==> src/rtl/core/sah_pkg.sv <==
package sah_pkg;

  localparam int MAX_GRID     = 256;
  localparam int MAX_STEPS    = 512;
  localparam int COUNT_WIDTH  = 32;
  localparam int BIN_DEPTH    = MAX_GRID * MAX_GRID;
  localparam int BIN_AW       = $clog2(BIN_DEPTH);
  localparam int COORD_W      = $clog2(MAX_GRID);
  localparam int CORDIC_STEPS = 24;
  localparam int ANG_W        = 28;
  localparam int ROT_W        = 34;
  localparam int Q_DEPTH      = 4;
  localparam int Q_AW         = $clog2(Q_DEPTH);

  localparam logic signed [ANG_W-1:0] Q24_PI      = 28'sd52707179;
  localparam logic signed [ANG_W-1:0] Q24_TWO_PI  = 28'sd105414358;
  localparam logic signed [ANG_W-1:0] Q24_HALF_PI = 28'sd26353589;
  localparam logic signed [ROT_W-1:0] Q30_INV_GAIN = 34'sd652032874;

  localparam logic [1:0] OP_ACC   = 2'd0;
  localparam logic [1:0] OP_READ  = 2'd1;
  localparam logic [1:0] OP_RDCLR = 2'd2;

  localparam logic [1:0] REG_GRID  = 2'd0;
  localparam logic [1:0] REG_STEPS = 2'd1;
  localparam logic [1:0] REG_ANGLE = 2'd2;
  localparam logic [1:0] REG_SCALE = 2'd3;

  typedef struct packed {
    logic [1:0]              op;
    logic signed [ANG_W-1:0] tilt;
    logic signed [ANG_W-1:0] dir;
    logic [BIN_AW-1:0]       bin_index;
  } cmd_t;

  typedef struct packed {
    logic push;
    cmd_t cmd;
  } q_wr_t;

  typedef struct packed {
    logic valid;
    cmd_t cmd;
  } q_rd_t;

  typedef struct packed {
    logic clearing;
  } bk_stat_t;

  typedef struct packed {
    logic [8:0]  grid_size;
    logic [9:0]  step_count;
    logic [24:0] angle_step;
    logic [31:0] bin_scale;
  } cfg_t;

  function automatic logic signed [ANG_W-1:0] atan_q24(input logic [4:0] i);
    logic signed [ANG_W-1:0] r;
    case (i)
      5'd0:  r = 28'sd13176795;
      5'd1:  r = 28'sd7778716;
      5'd2:  r = 28'sd4110060;
      5'd3:  r = 28'sd2086331;
      5'd4:  r = 28'sd1047214;
      5'd5:  r = 28'sd524117;
      5'd6:  r = 28'sd262123;
      5'd7:  r = 28'sd131069;
      5'd8:  r = 28'sd65536;
      5'd9:  r = 28'sd32768;
      5'd10: r = 28'sd16384;
      5'd11: r = 28'sd8192;
      5'd12: r = 28'sd4096;
      5'd13: r = 28'sd2048;
      5'd14: r = 28'sd1024;
      5'd15: r = 28'sd512;
      5'd16: r = 28'sd256;
      5'd17: r = 28'sd128;
      5'd18: r = 28'sd64;
      5'd19: r = 28'sd32;
      5'd20: r = 28'sd16;
      5'd21: r = 28'sd8;
      5'd22: r = 28'sd4;
      5'd23: r = 28'sd2;
      default: r = '0;
    endcase
    return r;
  endfunction

  // operand lies in (-2pi, 2pi)
  function automatic logic signed [ANG_W-1:0] wrap_q24(input logic signed [ANG_W-1:0] a);
    logic signed [ANG_W-1:0] r;
    r = a;
    if (r >= Q24_PI) r = r - Q24_TWO_PI;
    if (r < -Q24_PI) r = r + Q24_TWO_PI;
    return r;
  endfunction

endpackage

==> src/rtl/core/sah_queue.sv <==
module sah_queue (
  input  logic           clk,
  input  logic           rst_n,
  input  sah_pkg::q_wr_t q_wr,
  output logic           q_full,
  input  logic           q_pop,
  output sah_pkg::q_rd_t q_rd
);

  sah_pkg::cmd_t                slot_r [sah_pkg::Q_DEPTH];
  logic [sah_pkg::Q_AW-1:0]     wp_r, rp_r;
  logic [sah_pkg::Q_AW:0]       cnt_r;

  assign q_full     = cnt_r == (sah_pkg::Q_AW + 1)'(sah_pkg::Q_DEPTH);
  assign q_rd.valid = cnt_r != '0;
  assign q_rd.cmd   = slot_r[rp_r];

  always_ff @(posedge clk) begin
    if (!rst_n) begin
      wp_r  <= '0;
      rp_r  <= '0;
      cnt_r <= '0;
    end else begin
      if (q_wr.push) wp_r <= wp_r + 1'b1;
      if (q_pop) rp_r <= rp_r + 1'b1;
      if (q_wr.push && !q_pop) cnt_r <= cnt_r + 1'b1;
      else if (!q_wr.push && q_pop) cnt_r <= cnt_r - 1'b1;
    end
  end

  always_ff @(posedge clk) begin
    if (q_wr.push) slot_r[wp_r] <= q_wr.cmd;
  end

endmodule

==> config.mk <==
export PLATFORM = sky130hd
export DESIGN_NAME = sah_queue
export DESIGN_NICKNAME = d
export VERILOG_FILES = /design/src/rtl/core/sah_pkg.sv /design/src/rtl/core/sah_queue.sv
export SDC_FILE = /design/constraint.sdc
export NUM_CORES = 1
export LEC_CHECK = 0
export BUFFER_PORTS_ARGS = -buffer_cell sky130_fd_sc_hd__buf_4
export CORE_ASPECT_RATIO = 0.5
export CORE_MARGIN = 2
export CORE_UTILIZATION = 45
export CTS_CLUSTER_DIAMETER = 120
export DETAILED_ROUTE_END_ITERATION = 12
export SLEW_MARGIN = 20
export SYNTH_ARGS = -nofsm -noshare
export SYNTH_HDL_FRONTEND = slang
export SYNTH_SLANG_ARGS = --single-unit
export TNS_END_PERCENT = 10
==> constraint.sdc <==
create_clock -name clk -period 4.65 [get_ports clk]
set_input_delay 0.93 -clock clk [delete_from_list [all_inputs] [get_ports clk]]
set_output_delay 0.93 -clock clk [all_outputs]
set_load 0.01 [all_outputs]
== Yosys cells after proc, flatten, opt, wreduce, memory -nomap -nowiden ==
Memories as Yosys holds them, arrays and structs flattened. A register that Yosys moved wholly into a read port is not among the register bits.
Index checks and enable logic that the tools add are counted.

* Bits in registers: 7
* Bits in writable memories: 296
* Memories: 1
* Input bits: 78
* Bits in read-only memories: 0
* Logic and storage cells: 21
* Latch bits: 0

* Equal/unequal tests: 1
* Shift-type cells: 0
* Mux-type cells: 6
* Bitwise gates (word level): 0
* Divide/modulo/power cells: 0
* $lt $le $gt $ge: 0
* Add/sub/neg operators: 4
* Multipliers: 0
* Reduce and logical (&&, ||, !) cells: 6

{| class="wikitable"
|+ Memory list
! name !! words !! bits a word !! rd ports !! clocked after Yosys merged registers in !! wr ports !! RTL line !! RTL
|-
| slot_r || 4 || 74 || 1 || 1 || 1 || sah_queue.sv:10 || <nowiki>sah_pkg::cmd_t slot_r [sah_pkg::Q_DEPTH];</nowiki>
|}

{| class="wikitable"
|+ Operator list
! operator !! count
|-
| $mux 3 || 2
|-
| $add 2x1->2 const B || 2
|-
| $mux 2 || 2
|-
| $add 3x1->3 const B || 1
|-
| $eq 3x3->1 const B || 1
|-
| $reduce_bool 3->1 || 1
|-
| $sub 3x1->3 const B || 1
|-
| $logic_and 1x1->1 || 2
|-
| $logic_not 1->1 || 2
|-
| $mux 1 || 2
|-
| $reduce_bool 2->1 || 1
|}

== Logic depth before layout (Yosys ltp) ==
* Depth after elaboration: 4
* Mapped depth: 7

== Least setup slack after synthesis ==
OpenSTA, ideal clock, no wires.

* Path kind: input-to-reg
* Start point: input port q_wr[74] in the netlist's numbering
* End point: memory slot_r[0][0] in the netlist's numbering (enable)
* Slack: 1.551 ns
* Cell stages on the path: 1
* Arrival time: 2.659 ns
* Buffers on the path: 0
* Library setup time: 0.440 ns
* Cell sequence: and2_1

* Longest elaborated chain between the ends: 2

{| class="wikitable"
|+ RTL lines
! item !! RTL line !! RTL
|-
| from (decl) || sah_queue.sv:4 || <nowiki>input sah_pkg::q_wr_t q_wr,</nowiki>
|-
| $mux 1 || sah_queue.sv:32 || <nowiki>if (q_wr.push) slot_r[wp_r] <= q_wr.cmd;</nowiki>
|-
| $mux 1 (implied by the code) || sah_queue.sv:32 ||
|-
| to (decl) || sah_queue.sv:10 ||
|}

No other way between the ends.

==> impl_metrics.json <==
{
  "cts.htree.levels": 1,
  "numClockSinks": 305,
  "final.period_utilization": 0.7357,
  "rsz_0062_raised_after_global_routing": "no",
  "hold_buffers": 0,
  "synth.net_count": 513,
  "grt_antenna_before_repair": 1,
  "internal-power_mw": 4.608,
  "setup_viol_count_final": 0,
  "timing.critical_path.buf_inv": 2,
  "layout-area-overhead-vs-synth_pct": 21.25,
  "clk-insertion-delay-late_ns": 0.53,
  "fp.coreArea_um2": 24120,
  "crit_family": "flip-flops",
  "maxCapViolations": 0,
  "final_core_utilization": 0.5593,
  "critical-path-top-cell-by-count": "buf_4",
  "critPathSlowestCell": "dfxtp_4",
  "finalMaxSlewViolations": 0,
  "fin_worst_hold_slack_ns": 0.5202,
  "power.net_switching_mw": 1.290,
  "clock_pin_slew_of_the_registers_on_the_worst_case_setup_and_hold_paths_ns": 0.06,
  "hold_path.class": "reg2reg",
  "globalRoute.totalOverflow": 0,
  "fp.dieH_um": 115.2,
  "max_clock_freq_mhz": 292.3,
  "postCtsResizedCells": 0,
  "vdd_drop_max_uv": 288.0,
  "timing.final.hold_violations": 0,
  "sw_frac_of_total": 0.2187,
  "global_route.usage.total": 0.1628,
  "routed-via-count": 4854,
  "avgRoutedWirePerCell_um": 21.46,
  "drt_first_iter_violations": 300,
  "max_slew.worst_pin.slew_ns": 0.6279,
  "drcViolationCount": 0,
  "final_layout_size_suffix_gt1_frac": 0.4466,
  "worst_case_headroom_to_the_max_slew_limit": 0.5814,
  "clockBufferDepth": 3,
  "route.detailed.vias_per_inst": 5.040,
  "ant_nets": 0,
  "cts_tree": "built",
  "initial_utilization": 0.4613,
  "critical_path.startpoint_type": "flop",
  "period_needed_ns": 3.421,
  "critical_path.max_fanout": 30,
  "num-fill-cells": 1852,
  "synth_seq_cells": 305,
  "worst-endpoint-required_ns": 3.72,
  "endpoint_kind": "primary output",
  "grt_pass1_wl_um": 31310,
  "synthesis.yosys.warnings": 0,
  "power_leakage_nw": 4.522,
  "antenna_cells_inserted": 0,
  "clock-skew-final_ns": 0.008863,
  "design.final.nets": 691,
  "status": "finished clean",
  "critical_path.cell_chain": "buf_4 -> mux4_2 -> buf_4",
  "max_stage_delay_ns": 0.76,
  "cts-buffers-inserted": 27,
  "setup_total_negative_slack_ns": 0,
  "postRouteWirelength_um": 20660,
  "mappedNetlistArea_um2": 11130,
  "drt_first_pass_iters": 6,
  "share_comb_of_total_power": 0.106,
  "yosys.cell_types.count": 20,
  "post_cts.repair.setup_buffers": 0,
  "power_per_cell_area_nw_per_um2": 437.2,
  "power.sequential.fraction": 0.545,
  "clock_power_share": 0.349,
  "dieWidth_um": 226.4,
  "avgSynthCellArea_um2": 25.94,
  "critPathKind": "reg2out",
  "syn-instance-count": 429,
  "die_area_um2": 26080,
  "placement_row_count": 40,
  "placement.io_buffers": 153,
  "root_buffer_master": "clkbuf_16",
  "synth-seq-area-share": 0.8150,
  "place.gp.congestion": 0.6795,
  "grt_start_max_net_pins": 37,
  "crit_arrival_ns": 2.49,
  "first_global_vias": 5215,
  "top_level_ports": 154
}
-- kinds of logic after synthesis --
family	count (synthesis)	synth area share
and+or+nand+nor	15	0.008320
muxes	76	0.1516
adders and majority gates	6	0.007422
buffers and inverters	20	0.01259
DFF	305	0.8150
xor gates and xnor gates	5	0.003936
AOI/OAI and AO/OA	2	0.001124
-- synth_stat cells (all sizes together) --
master    n  share of area
a21boi    1        0.00067
dfxtp     9          0.016
nor3b     1        0.00067
ha        5         0.0056
inv       4         0.0013
nand2     1        0.00034
or3       2         0.0011
mux4     74           0.15
and2      9         0.0051
xnor2     2         0.0016
edfxtp  296           0.80
xor2      3         0.0024
buf      15          0.011
fa        1         0.0018
o21ai     1        0.00045
nor2b     2         0.0011
mux2i     2         0.0018
clkbuf    1        0.00034
-- layout make-up --
class | instances | area, µm² | share of cell area
Sequential cell | 305 | 9076 | 0.6727
Inverter | 4 | 15.01 | 0.001113
Clock buffer | 31 | 690.7 | 0.05119
Multi-Input combinational cell | 104 | 1928 | 0.1429
Timing Repair Buffer | 165 | 1251 | 0.09274
Clock inverter | 18 | 110.1 | 0.008161
Tap cell | 336 | 420.4 | 0.03116
-- per-layer routing --
layer,vias up,global-route usage,part of all wire
li1,2183,-,-
met1,2564,0.2221,0.44
met2,75,0.2769,0.51
met3,30,0.03450,0.037
met4,2,0.03202,0.016
met5,-,0,0.00077
-- state kept, by name, summed over array words and instances (netlist names), named ones only --
name / flops
cnt_r: 3
rp_r: 2
slot_r: 296
wp_r: 2
-- layout by cell type (no fill, tap or decap), types with 3 or more instances in the layout --
cell        instances
and2_1              5
and2_4              4
buf_4             164
clkbuf_1            4
clkbuf_16          27
clkinv_1           10
clkinv_2            4
clkinvlp_4          3
dfxtp_1             7
edfxtp_1          296
ha_1                5
inv_1               4
mux4_2             74
xor2_1              3
-- power groups by stage --
stage	logic (mW)	clock network (mW)	registers (mW)
global route	0.678	2.22	3.23
finish	0.627	2.06	3.21
detailed placement	0.646	0	3.28
global placement	0.638	0	3.27
CTS	0.648	2.11	3.22
floorplan	0.355	0	3.24
-- per-stage QoR --
| step | area [µm²] | power (mW) | std cells | worst slack, ns |
|---|---|---|---|---|
| floorplan | 11130 | 3.599 | 429 | 1.551 |
| global placement | 12690 | 3.910 | 914 | 1.690 |
| detailed placement | 12690 | 3.923 | 914 | 1.687 |
| CTS | 13490 | 5.979 | 963 | 1.106 |
| global route | 13490 | 6.124 | 963 | 1.016 |
| finish | 13490 | 5.898 | 963 | 1.229 |
-- worst min-delay path, stage by stage, from the launching register on --
cell      delay [ns]
dfxtp_1         0.32
o21ai_0         0.07
a21boi_0        0.08
-- final timing paths --
path	from	end	slack [ns]	cells past startpoint
worst max-delay path	flop	q_rd[63]	1.23	3
worst min-delay path	cnt_r[2]$_SDFFE_PN0P_	cnt_r[2]$_SDFFE_PN0P_	0.52	2
worst max register to register	wp_r[0]$_SDFFE_PN0P_	slot_r[0][48]$_DFFE_PP_	2.72	4
worst min register to register	cnt_r[2]$_SDFFE_PN0P_	cnt_r[2]$_SDFFE_PN0P_	0.52	2
Power figures use the tool's default switching activity.
